<file path="config.mk">
export PLATFORM = sky130hd
export DESIGN_NAME = sorted_dictionary_prefix_search_core
export DESIGN_NICKNAME = d
export VERILOG_FILES = /design/src/design/spds_pkg.sv /design/src/design/spds_word_mem.sv /design/src/design/spds_order_unit.sv /design/src/design/sorted_dictionary_prefix_search_core.sv
export SDC_FILE = /design/constraint.sdc
export NUM_CORES = 2
export LEC_CHECK = 0
export BUFFER_PORTS_ARGS = -buffer_cell sky130_fd_sc_hd__buf_2
export CAP_MARGIN = 25
export CORE_UTILIZATION = 38
export DETAILED_ROUTE_END_ITERATION = 8
export REMOVE_ABC_BUFFERS = 1
export SLEW_MARGIN = 20
export SYNTH_ARGS = -nofsm -noshare
export SYNTH_HDL_FRONTEND = slang
export SYNTH_MEMORY_MAX_BITS = 65536
export SYNTH_SLANG_ARGS = --single-unit
</file>
<file path="constraint.sdc">
create_clock -name i_clk -period 24.1 [get_ports i_clk]
set_input_delay 3.615 -clock i_clk [delete_from_list [all_inputs] [get_ports i_clk]]
set_output_delay 3.615 -clock i_clk [all_outputs]
set_load 0.05 [all_outputs]
</file>
<file path="src/design/spds_pkg.sv">
// Shared types and constants for the sorted dictionary prefix search core.
// No dependencies; every other design file but spds_word_mem refers to it by scoped names.
`default_nettype none

package spds_pkg;

    // Default table geometry
    localparam int SPDS_MAX_ENTRIES = 16;
    localparam int SPDS_MAX_CHARS   = 32;

    // Fixed field widths
    localparam int CNT_W       = 5;
    localparam int IDX_W       = 4;
    localparam int POS_W       = 5;
    localparam int CHAR_W      = 8;
    localparam int IN_TDATA_W  = 24;
    localparam int OUT_TDATA_W = 8;

    // Per-entry order status
    typedef logic [1:0] t_status;
    localparam t_status ST_EQUAL         = 2'd0;
    localparam t_status ST_QUERY_LESS    = 2'd1;
    localparam t_status ST_QUERY_GREATER = 2'd2;

    // Control from the sequencer to the order unit
    typedef struct packed {
        logic cmp_en;   // compare table byte against query byte
        logic beyond;   // query position past the word width: table byte reads as zero
        logic clear;    // end of query: all entries back to equal
    } t_ord_ctl;

endpackage

`default_nettype wire

</file>
<file path="src/design/spds_word_mem.sv">
// Word table memory: one write port, one registered read port, zero sweep after reset.
// Depends on nothing but its parameters.
`default_nettype none

module spds_word_mem #(
    parameter int DEPTH = 512,
    parameter int AW    = 9
) (
    input  wire logic          i_clk,
    input  wire logic          i_rst_n,
    input  wire logic          i_wr_en,
    input  wire logic [AW-1:0] i_wr_addr,
    input  wire logic [7:0]    i_wr_data,
    input  wire logic          i_rd_en,
    input  wire logic [AW-1:0] i_rd_addr,
    output logic      [7:0]    o_rd_data,
    output logic               o_clr_busy
);

    logic [7:0]    r_mem [DEPTH];
    logic [7:0]    r_rd_data;
    logic [AW-1:0] r_clr_addr;
    logic          r_clr_busy;
    logic          wen;
    logic [AW-1:0] waddr;
    logic [7:0]    wdata;

    // sweep has priority; the sequencer takes no word while it runs
    assign wen   = r_clr_busy | i_wr_en;
    assign waddr = r_clr_busy ? r_clr_addr : i_wr_addr;
    assign wdata = r_clr_busy ? 8'd0 : i_wr_data;

    always_ff @(posedge i_clk) begin
        if (!i_rst_n) begin
            r_clr_busy <= 1'b1;
            r_clr_addr <= '0;
        end else if (r_clr_busy) begin
            if (r_clr_addr == AW'(DEPTH - 1)) begin
                r_clr_busy <= 1'b0;
            end
            r_clr_addr <= r_clr_addr + 1'b1;
        end
    end

    always_ff @(posedge i_clk) begin
        if (wen) begin
            r_mem[waddr] <= wdata;
        end
        if (i_rd_en) begin
            r_rd_data <= r_mem[i_rd_addr];
        end
    end

    assign o_rd_data  = r_rd_data;
    assign o_clr_busy = r_clr_busy;

endmodule

`default_nettype wire

</file>
<file path="src/design/spds_order_unit.sv">
// Shared byte comparator and per-entry order status registers.
// Depends on spds_pkg for status codes and the control struct.
`default_nettype none

module spds_order_unit #(
    parameter int MAX_ENTRIES = spds_pkg::SPDS_MAX_ENTRIES,
    parameter int EW          = 4
) (
    input  wire logic                     i_clk,
    input  wire logic                     i_rst_n,
    input  wire spds_pkg::t_ord_ctl       i_ctl,
    input  wire logic [EW-1:0]            i_idx,
    input  wire logic [7:0]               i_query_char,
    input  wire logic [7:0]               i_tbl_char,
    output spds_pkg::t_status             o_status
);

    spds_pkg::t_status r_status [MAX_ENTRIES];
    spds_pkg::t_status cur;
    spds_pkg::t_status upd;
    logic [7:0]        tbl;
    logic              differ;

    assign cur    = r_status[i_idx];
    assign tbl    = i_ctl.beyond ? 8'd0 : i_tbl_char;
    assign differ = (tbl != i_query_char);
    // an entry that ends first, or holds a smaller byte, sorts before the query
    assign upd    = ((tbl == 8'd0) || (i_query_char > tbl)) ? spds_pkg::ST_QUERY_GREATER
                                                            : spds_pkg::ST_QUERY_LESS;

    always_ff @(posedge i_clk) begin
        if (!i_rst_n || i_ctl.clear) begin
            for (int e = 0; e < MAX_ENTRIES; e++) begin
                r_status[e] <= spds_pkg::ST_EQUAL;
            end
        end else if (i_ctl.cmp_en && (cur == spds_pkg::ST_EQUAL) && differ) begin
            r_status[i_idx] <= upd;
        end
    end

    assign o_status = cur;

endmodule

`default_nettype wire

</file>
<file path="src/design/sorted_dictionary_prefix_search_core.sv">
// Top level of the sorted dictionary prefix search core: sequencer, output register.
// Depends on spds_pkg, spds_word_mem and spds_order_unit.
//
//   channel   | direction | fields (lowest bit first)
//   ----------+-----------+-------------------------------------------------------------
//   s_axis    | in        | tuser = mode; tdata = entry_index, char_position, character
//   m_axis    | out       | tdata = found
//   i_cfg_wr  | in        | wr_data = entry_count
//
// A load word leaves the sequencer idle. For a query byte, the entries are read one per
// cycle through the single read port of the word table and checked by one shared
// comparator. A terminator runs an in-order scan of the status registers over up to
// min(entry_count, MAX_ENTRIES) entries, plus any wait for the output register. Reset
// clears the word table in a sweep over all MAX_ENTRIES * MAX_CHARS addresses (512 by
// default); s_axis_tready stays low through the sweep and until the sequencer leaves
// its clear state. Configuration writes are taken throughout. A result waits in the
// output register while the next words are taken; only a new result waits for it to
// drain.
`default_nettype none

module sorted_dictionary_prefix_search_core #(
    parameter int MAX_ENTRIES = spds_pkg::SPDS_MAX_ENTRIES,
    parameter int MAX_CHARS   = spds_pkg::SPDS_MAX_CHARS
) (
    input  wire logic                             i_clk,
    input  wire logic                             i_rst_n,
    input  wire logic                             i_cfg_wr_en,
    input  wire logic [spds_pkg::CNT_W-1:0]       i_cfg_wr_data,   // entry_count
    input  wire logic                             s_axis_tvalid,
    output logic                                  s_axis_tready,
    // [3:0] entry_index, [8:4] char_position, [16:9] character, [23:17] zero
    input  wire logic [spds_pkg::IN_TDATA_W-1:0]  s_axis_tdata,
    input  wire logic                             s_axis_tuser,    // mode
    output logic                                  m_axis_tvalid,
    input  wire logic                             m_axis_tready,
    output logic [spds_pkg::OUT_TDATA_W-1:0]      m_axis_tdata     // [0] found, [7:1] zero
);

    localparam int EW    = (MAX_ENTRIES > 1) ? $clog2(MAX_ENTRIES) : 1;
    localparam int SW    = $clog2(MAX_ENTRIES + 1);
    localparam int PW    = $clog2(MAX_CHARS + 1);
    localparam int DEPTH = MAX_ENTRIES * MAX_CHARS;
    localparam int AW    = $clog2(DEPTH);

    localparam logic [2:0] S_CLEAR = 3'd0;
    localparam logic [2:0] S_IDLE  = 3'd1;
    localparam logic [2:0] S_CMP   = 3'd2;
    localparam logic [2:0] S_DRAIN = 3'd3;
    localparam logic [2:0] S_SCAN  = 3'd4;
    localparam logic [2:0] S_DONE  = 3'd5;

    // control state
    logic [2:0]                 r_state, n_state;
    logic [PW-1:0]              r_qpos;
    logic                       r_cmp_vld;
    logic                       r_out_vld;
    logic [spds_pkg::CNT_W-1:0] r_entry_count;

    // payload
    logic [7:0]                 r_char;
    logic [EW-1:0]              r_issue;
    logic [EW-1:0]              r_cmp_idx;
    logic [SW-1:0]              r_scan;
    logic [SW-1:0]              r_limit;
    logic                       r_found;
    logic                       r_out_found;

    logic                       in_acc;
    logic                       in_mode;
    logic [spds_pkg::IDX_W-1:0] in_idx;
    logic [spds_pkg::POS_W-1:0] in_pos;
    logic [7:0]                 in_char;
    logic                       load_ok;
    logic                       mem_wr_en;
    logic [AW-1:0]              mem_wr_addr;
    logic [AW-1:0]              mem_rd_addr;
    logic [7:0]                 mem_rd_data;
    logic                       clr_busy;
    logic                       beyond;
    logic                       out_free;
    logic                       scan_end;
    logic                       scan_hit;
    logic                       scan_stop;
    logic [EW-1:0]              ord_idx;
    spds_pkg::t_ord_ctl         ord_ctl;
    spds_pkg::t_status          ord_status;

    // unpack the input word
    assign in_mode = s_axis_tuser;
    assign in_idx  = s_axis_tdata[3:0];
    assign in_pos  = s_axis_tdata[8:4];
    assign in_char = s_axis_tdata[16:9];

    assign s_axis_tready = (r_state == S_IDLE);
    assign in_acc        = s_axis_tvalid & s_axis_tready;

    // drop loads that fall outside the table
    assign load_ok     = (int'(in_idx) < MAX_ENTRIES) && (int'(in_pos) < MAX_CHARS);
    assign mem_wr_en   = in_acc & ~in_mode & load_ok;
    assign mem_wr_addr = AW'(in_idx) * AW'(MAX_CHARS) + AW'(in_pos);

    // query positions past the word width compare as terminator
    assign beyond      = (r_qpos == PW'(MAX_CHARS));
    assign mem_rd_addr = AW'(r_issue) * AW'(MAX_CHARS) + AW'(r_qpos);

    assign out_free  = ~r_out_vld | m_axis_tready;

    // scan decides on the first equal entry (found), or the first greater entry or the count limit (not found)
    assign scan_end  = (r_scan >= r_limit);
    assign scan_hit  = ~scan_end && (ord_status == spds_pkg::ST_EQUAL);
    assign scan_stop = scan_end || (ord_status == spds_pkg::ST_EQUAL)
                                || (ord_status == spds_pkg::ST_QUERY_LESS);

    assign ord_idx        = (r_state == S_SCAN) ? r_scan[EW-1:0] : r_cmp_idx;
    assign ord_ctl.cmp_en = r_cmp_vld;
    assign ord_ctl.beyond = beyond;
    assign ord_ctl.clear  = (r_state == S_DONE) && out_free;

    spds_word_mem #(
        .DEPTH (DEPTH),
        .AW    (AW)
    ) u_mem (
        .i_clk      (i_clk),
        .i_rst_n    (i_rst_n),
        .i_wr_en    (mem_wr_en),
        .i_wr_addr  (mem_wr_addr),
        .i_wr_data  (in_char),
        .i_rd_en    (r_state == S_CMP),
        .i_rd_addr  (mem_rd_addr),
        .o_rd_data  (mem_rd_data),
        .o_clr_busy (clr_busy)
    );

    spds_order_unit #(
        .MAX_ENTRIES (MAX_ENTRIES),
        .EW          (EW)
    ) u_ord (
        .i_clk        (i_clk),
        .i_rst_n      (i_rst_n),
        .i_ctl        (ord_ctl),
        .i_idx        (ord_idx),
        .i_query_char (r_char),
        .i_tbl_char   (mem_rd_data),
        .o_status     (ord_status)
    );

    // sequencer
    always_comb begin
        n_state = r_state;
        unique case (r_state)
            S_CLEAR: begin
                if (!clr_busy) n_state = S_IDLE;
            end
            S_IDLE: begin
                if (in_acc && in_mode) begin
                    n_state = (in_char != 8'd0) ? S_CMP : S_SCAN;
                end
            end
            S_CMP: begin
                // last entry issued: let its compare land
                if (r_issue == EW'(MAX_ENTRIES - 1)) n_state = S_DRAIN;
            end
            S_DRAIN: begin
                n_state = S_IDLE;
            end
            S_SCAN: begin
                if (scan_stop) n_state = S_DONE;
            end
            S_DONE: begin
                if (out_free) n_state = S_IDLE;
            end
            default: begin
                n_state = S_IDLE;
            end
        endcase
    end

    always_ff @(posedge i_clk) begin
        if (!i_rst_n) begin
            r_state       <= S_CLEAR;
            r_qpos        <= '0;
            r_cmp_vld     <= 1'b0;
            r_out_vld     <= 1'b0;
            r_entry_count <= '0;
        end else begin
            if (i_cfg_wr_en) r_entry_count <= i_cfg_wr_data;
            r_state   <= n_state;
            r_cmp_vld <= (r_state == S_CMP);
            // advance the query position once all entries have seen the byte; saturate
            if ((r_state == S_DRAIN) && !beyond) begin
                r_qpos <= r_qpos + 1'b1;
            end else if (ord_ctl.clear) begin
                r_qpos <= '0;
            end
            if (ord_ctl.clear) begin
                r_out_vld <= 1'b1;
            end else if (m_axis_tready) begin
                r_out_vld <= 1'b0;
            end
        end
    end

    always_ff @(posedge i_clk) begin
        if (in_acc) begin
            r_char  <= in_char;
            r_issue <= '0;
            r_scan  <= '0;
            // counts above the table size scan every entry
            r_limit <= (int'(r_entry_count) < MAX_ENTRIES) ? SW'(r_entry_count)
                                                           : SW'(MAX_ENTRIES);
        end
        if (r_state == S_CMP) begin
            r_issue   <= r_issue + 1'b1;
            r_cmp_idx <= r_issue;
        end
        if (r_state == S_SCAN) begin
            if (scan_stop) begin
                r_found <= scan_hit;
            end else begin
                r_scan <= r_scan + 1'b1;
            end
        end
        if (ord_ctl.clear) r_out_found <= r_found;
    end

    assign m_axis_tvalid = r_out_vld;
    assign m_axis_tdata  = {(spds_pkg::OUT_TDATA_W - 1)'(0), r_out_found};

endmodule

`default_nettype wire

</file>
==> run_results.csv <==
group,metric,value,unit
synth,netlist_top_cells_area,"sky130_fd_sc_hd__edfxtp_1, sky130_fd_sc_hd__mux4_2, sky130_fd_sc_hd__mux2i_1",
clock_network,clk_latency,0.97,ns
synth,yosys.cell_types.count,74,
timing,setup_viol,0,
global_route,grt_pass1_wl,586200,µm
clock_network,h-tree-depth,5,
synth,netlist_area,0.1648,mm²
setup_path,timing.critical_path.arrival,7.66,ns
clock_network,cts.hold.buffers_added,0,
synth,synth_seq_cells,4190,
timing,final_period_minus_worst_setup_slack,7.007,ns
clock_network,cts.clk_slew.worst_paths,0.06,ns
synth,postSynth.topFlopCell,"sky130_fd_sc_hd__edfxtp_1",
worst_hold_path,hold_depth,0,
power,static-leakage-power,54.67,nW
finish,post_layout_instance_count_excluding_filler_cells,14420,
route,dr.first_iter.drc_count,8864,
timing,fin_worst_skew,0.04643,ns
route,avgRoutedWirePerCell,28.25,µm
synth,netlist.area_leader.share,75.80,%
floorplan,io_pins,45,
timing,period_share,29.08,%
route,route.detailed.vias_per_inst,5.678,
placement,dpl-instance-area,0.1706,mm²
route,postRouteAntennaNets,0,
synth,yosysSeqAreaShare,76.17,%
timing,fin_ws,17.09,ns
floorplan,chipWidth,660.5,µm
placement,dp_hpwl,237400,µm
floorplan,core_area,0.4312,mm²
setup_path,ff2ff_path_depth,10,
placement,placement.setup.worst_slack,16.57,ns
power,irDropWorstVdd,0.00005847,V
power,finalPower,14.16,mW
clock_network,ctsRootBufferMaster,"sky130_fd_sc_hd__clkbuf_16",
finish,nNetsFinal,8438,
route,wirelength,407500,µm
global_route,grt.total_usage,18.28,%
clock_network,cts.repair.resized,0,
timing,worst_slew_margin_rel,18.66,%
timing,finalHoldViolCount,0,
synth,synth_enable_flop_cells,4159,
synth,synth_largest_area_cell,"sky130_fd_sc_hd__edfxtp_1",
job,timing.max_cap.violations,0,
clock_network,clock_sink_count,4190,
clock_network,post-cts-setup-buffer-count,0,
floorplan,die_height,660.5,µm
setup_path,critPathMaxFanout,120,
floorplan,design.die.area,0.4363,mm²
global_route,gr-total-overflow,0,
floorplan,core.rowCount,241,
placement,routabilityCongestion,0.8463,
finish,share_of_post_route_cells_with_drive_strength_above_1,17.42,%
finish,area_overhead_of_the_layout_relative_to_synthesis,11.40,%
finish,postLayoutCellArea,0.1836,mm²
clock_network,tritoncts_clock_tree,"yes",
placement,placed_cells_incl_taps,13670,
synth,async_reset_ff_share,0,%
status,run_status,"finished, final reports clean",
worst_hold_path,min_path_type,"reg2reg",
timing,grt_setup_unrepaired,"no",
placement,placement.io_buffers,30,
floorplan,start_util,38.21,%
route,drt_drc_violations_left,0,
synth,synth.yosys.warnings,0,
route,firstDrtPassIters,5,
setup_path,critical_path_required,24.75,ns
timing,final.setup.tns,0,ns
global_route,grt_pass1_vias,82110,
clock_network,clock_tree.buffer_depth,4,
global_route,number_of_antenna_violations_at_the_first_check_in_global_routing,23,
setup_path,setup.worst_path.end_class,"flip-flop",
setup_path,cp-start-kind,"flip-flop",
power,power-per-cell-area,77.12,mW/mm²
route,vias,81900,
finish,fillerInstances,36980,
timing,fmax,142.7,MHz
synth,syn-instance-count,8329,
setup_path,crit_type,"reg2reg",
global_route,largest_net_degree_at_the_start_of_global_routing,205,
timing,tightestPinTransition,1.220,ns
synth,synth_area_per_cell,19.78,µm²
clock_network,cts_inserted_buffers,409,
timing,maxSlewViolCount,0,
## stage by stage
stage / utilization [%] / hold WS, ns
CTS: 42.53 / 0.4381
global placement: 39.54 / 0.4153
detailed placement: 39.55 / 0.4236
floorplan: - / 0.4003
global route: 42.57 / 0.4501
finish: 42.57 / 0.4353
## final cells by class
cell class | instances | area (µm²) | area share [%]
repair buffers | 181 | 1637 | 0.8916
flip-flops and latches | 4190 | 125500 | 68.39
inverters | 32 | 132.6 | 0.07225
clock buffers | 494 | 10620 | 5.784
clock inverters | 244 | 2205 | 1.201
multi-input cells | 3568 | 36280 | 19.77
diodes | 5 | 12.51 | 0.006816
well taps | 5710 | 7144 | 3.892
## layer usage
layer	wire length, µm	global-route usage (%)	share of wire [%]
met1	167400	25.16	41
met2	197400	29.97	48
met3	29880	2.944	7.3
met4	12730	5.510	3.1
met5	82	0	0.020
## sequential cells by signal, indices dropped and copies added, names as in the netlist
name,count
r_qpos,6
r_found,1
r_issue,4
r_cmp_idx,4
r_scan,5
u_mem.r_clr_addr,9
u_mem.o_rd_data,8
r_cmp_vld,1
u_ord.r_status,32
r_state,3
r_limit,5
r_entry_count,5
r_out_found,1
r_char,8
u_mem.o_clr_busy,1
m_axis_tvalid,1
u_mem.r_mem,4096
## kinds of logic (layout without fill, tap and decap cells)
kind of cell	after synthesis	count (layout)	synth area share (%)
flip-flops	4190	4190	76.17
multiplexers	1497	1497	14.45
other	1	12	0.002276
buffers and inverters	577	951	1.966
adder cells (fa/ha/maj)	21	21	0.1595
AND/OR/NAND/NOR	932	932	2.506
XOR/XNOR	8	8	0.04253
AO/OA/AOI/OAI	1103	1103	4.700
## path summary, 6_finish.rpt
| path | slack, ns | start | to |
|---|---|---|---|
| hold / removal | 0.44 | r_found | r_out_found |
| setup reg to reg | 17.09 | r_qpos[0] | u_mem.o_rd_data[7] |
| setup / recovery | 17.09 | r_qpos[0] | u_mem.o_rd_data[7] |
| hold reg to reg | 0.44 | r_found | r_out_found |
## report_power, final
group,internal (mW),total (mW),switching [mW]
sequential,7.89,7.90,0.00367
clock,3.46,6.20,2.74
combinational,0.0119,0.0590,0.0471
total,11.4,14.2,2.79
## Yosys cell counts, drive strengths merged, types with 6 or more instances
master and number:
a211o 16, o221ai 376, o211ai 11, edfxtp 4159, nand2 100, or3 44
a21oi 205, nor2b 32, nand3 13, ha 21, or4 10, nand4 32
o22ai 178, clkbuf 288, o22a 8, nor3 69, o21ai 171, xnor2 6
buf 257, a211oi 30, o21bai 18, a21o 6, and3 7, mux4 705
nor2 567, nand2b 6, o2111ai 24, o32ai 10, and2 14, dfxtp 31
a2111o 8, inv 31, o21ba 8, a21boi 12, mux2i 788, nor4 14
## worst max-delay path, stage by stage (launching register included)
cell                      delay, ns
sky130_fd_sc_hd__dfxtp_4       0.80
sky130_fd_sc_hd__buf_12        0.72
sky130_fd_sc_hd__buf_12        0.57
sky130_fd_sc_hd__buf_4         0.75
sky130_fd_sc_hd__buf_12        0.58
sky130_fd_sc_hd__mux4_2        0.39
sky130_fd_sc_hd__o22ai_1       0.07
sky130_fd_sc_hd__o21ai_0       0.43
sky130_fd_sc_hd__nand4_1       0.50
sky130_fd_sc_hd__or4_1         0.82
sky130_fd_sc_hd__nor4_1        0.68
## layout by cell type, fill, tap and decap left out, types with 16 or more instances in the layout
cell,instances
sky130_fd_sc_hd__a211o_1,16
sky130_fd_sc_hd__buf_4,119
sky130_fd_sc_hd__nor2b_1,24
sky130_fd_sc_hd__clkbuf_16,412
sky130_fd_sc_hd__ha_1,21
sky130_fd_sc_hd__edfxtp_1,4159
sky130_fd_sc_hd__buf_2,30
sky130_fd_sc_hd__nor2_1,567
sky130_fd_sc_hd__a21oi_1,202
sky130_fd_sc_hd__dfxtp_1,26
sky130_fd_sc_hd__o22ai_1,178
sky130_fd_sc_hd__mux2i_1,788
sky130_fd_sc_hd__nand2_1,83
sky130_fd_sc_hd__o21bai_1,18
sky130_fd_sc_hd__nand2_4,17
sky130_fd_sc_hd__buf_12,22
sky130_fd_sc_hd__nor3_1,67
sky130_fd_sc_hd__a211oi_1,30
sky130_fd_sc_hd__clkbuf_1,82
sky130_fd_sc_hd__inv_1,29
sky130_fd_sc_hd__nand4_1,32
sky130_fd_sc_hd__o221ai_1,376
sky130_fd_sc_hd__o2111ai_1,24
sky130_fd_sc_hd__bufinv_16,29
sky130_fd_sc_hd__or3_1,44
sky130_fd_sc_hd__clkinv_2,82
sky130_fd_sc_hd__clkinv_1,91
sky130_fd_sc_hd__mux4_2,705
sky130_fd_sc_hd__o21ai_0,162
Power figures use the tool's default switching activity.
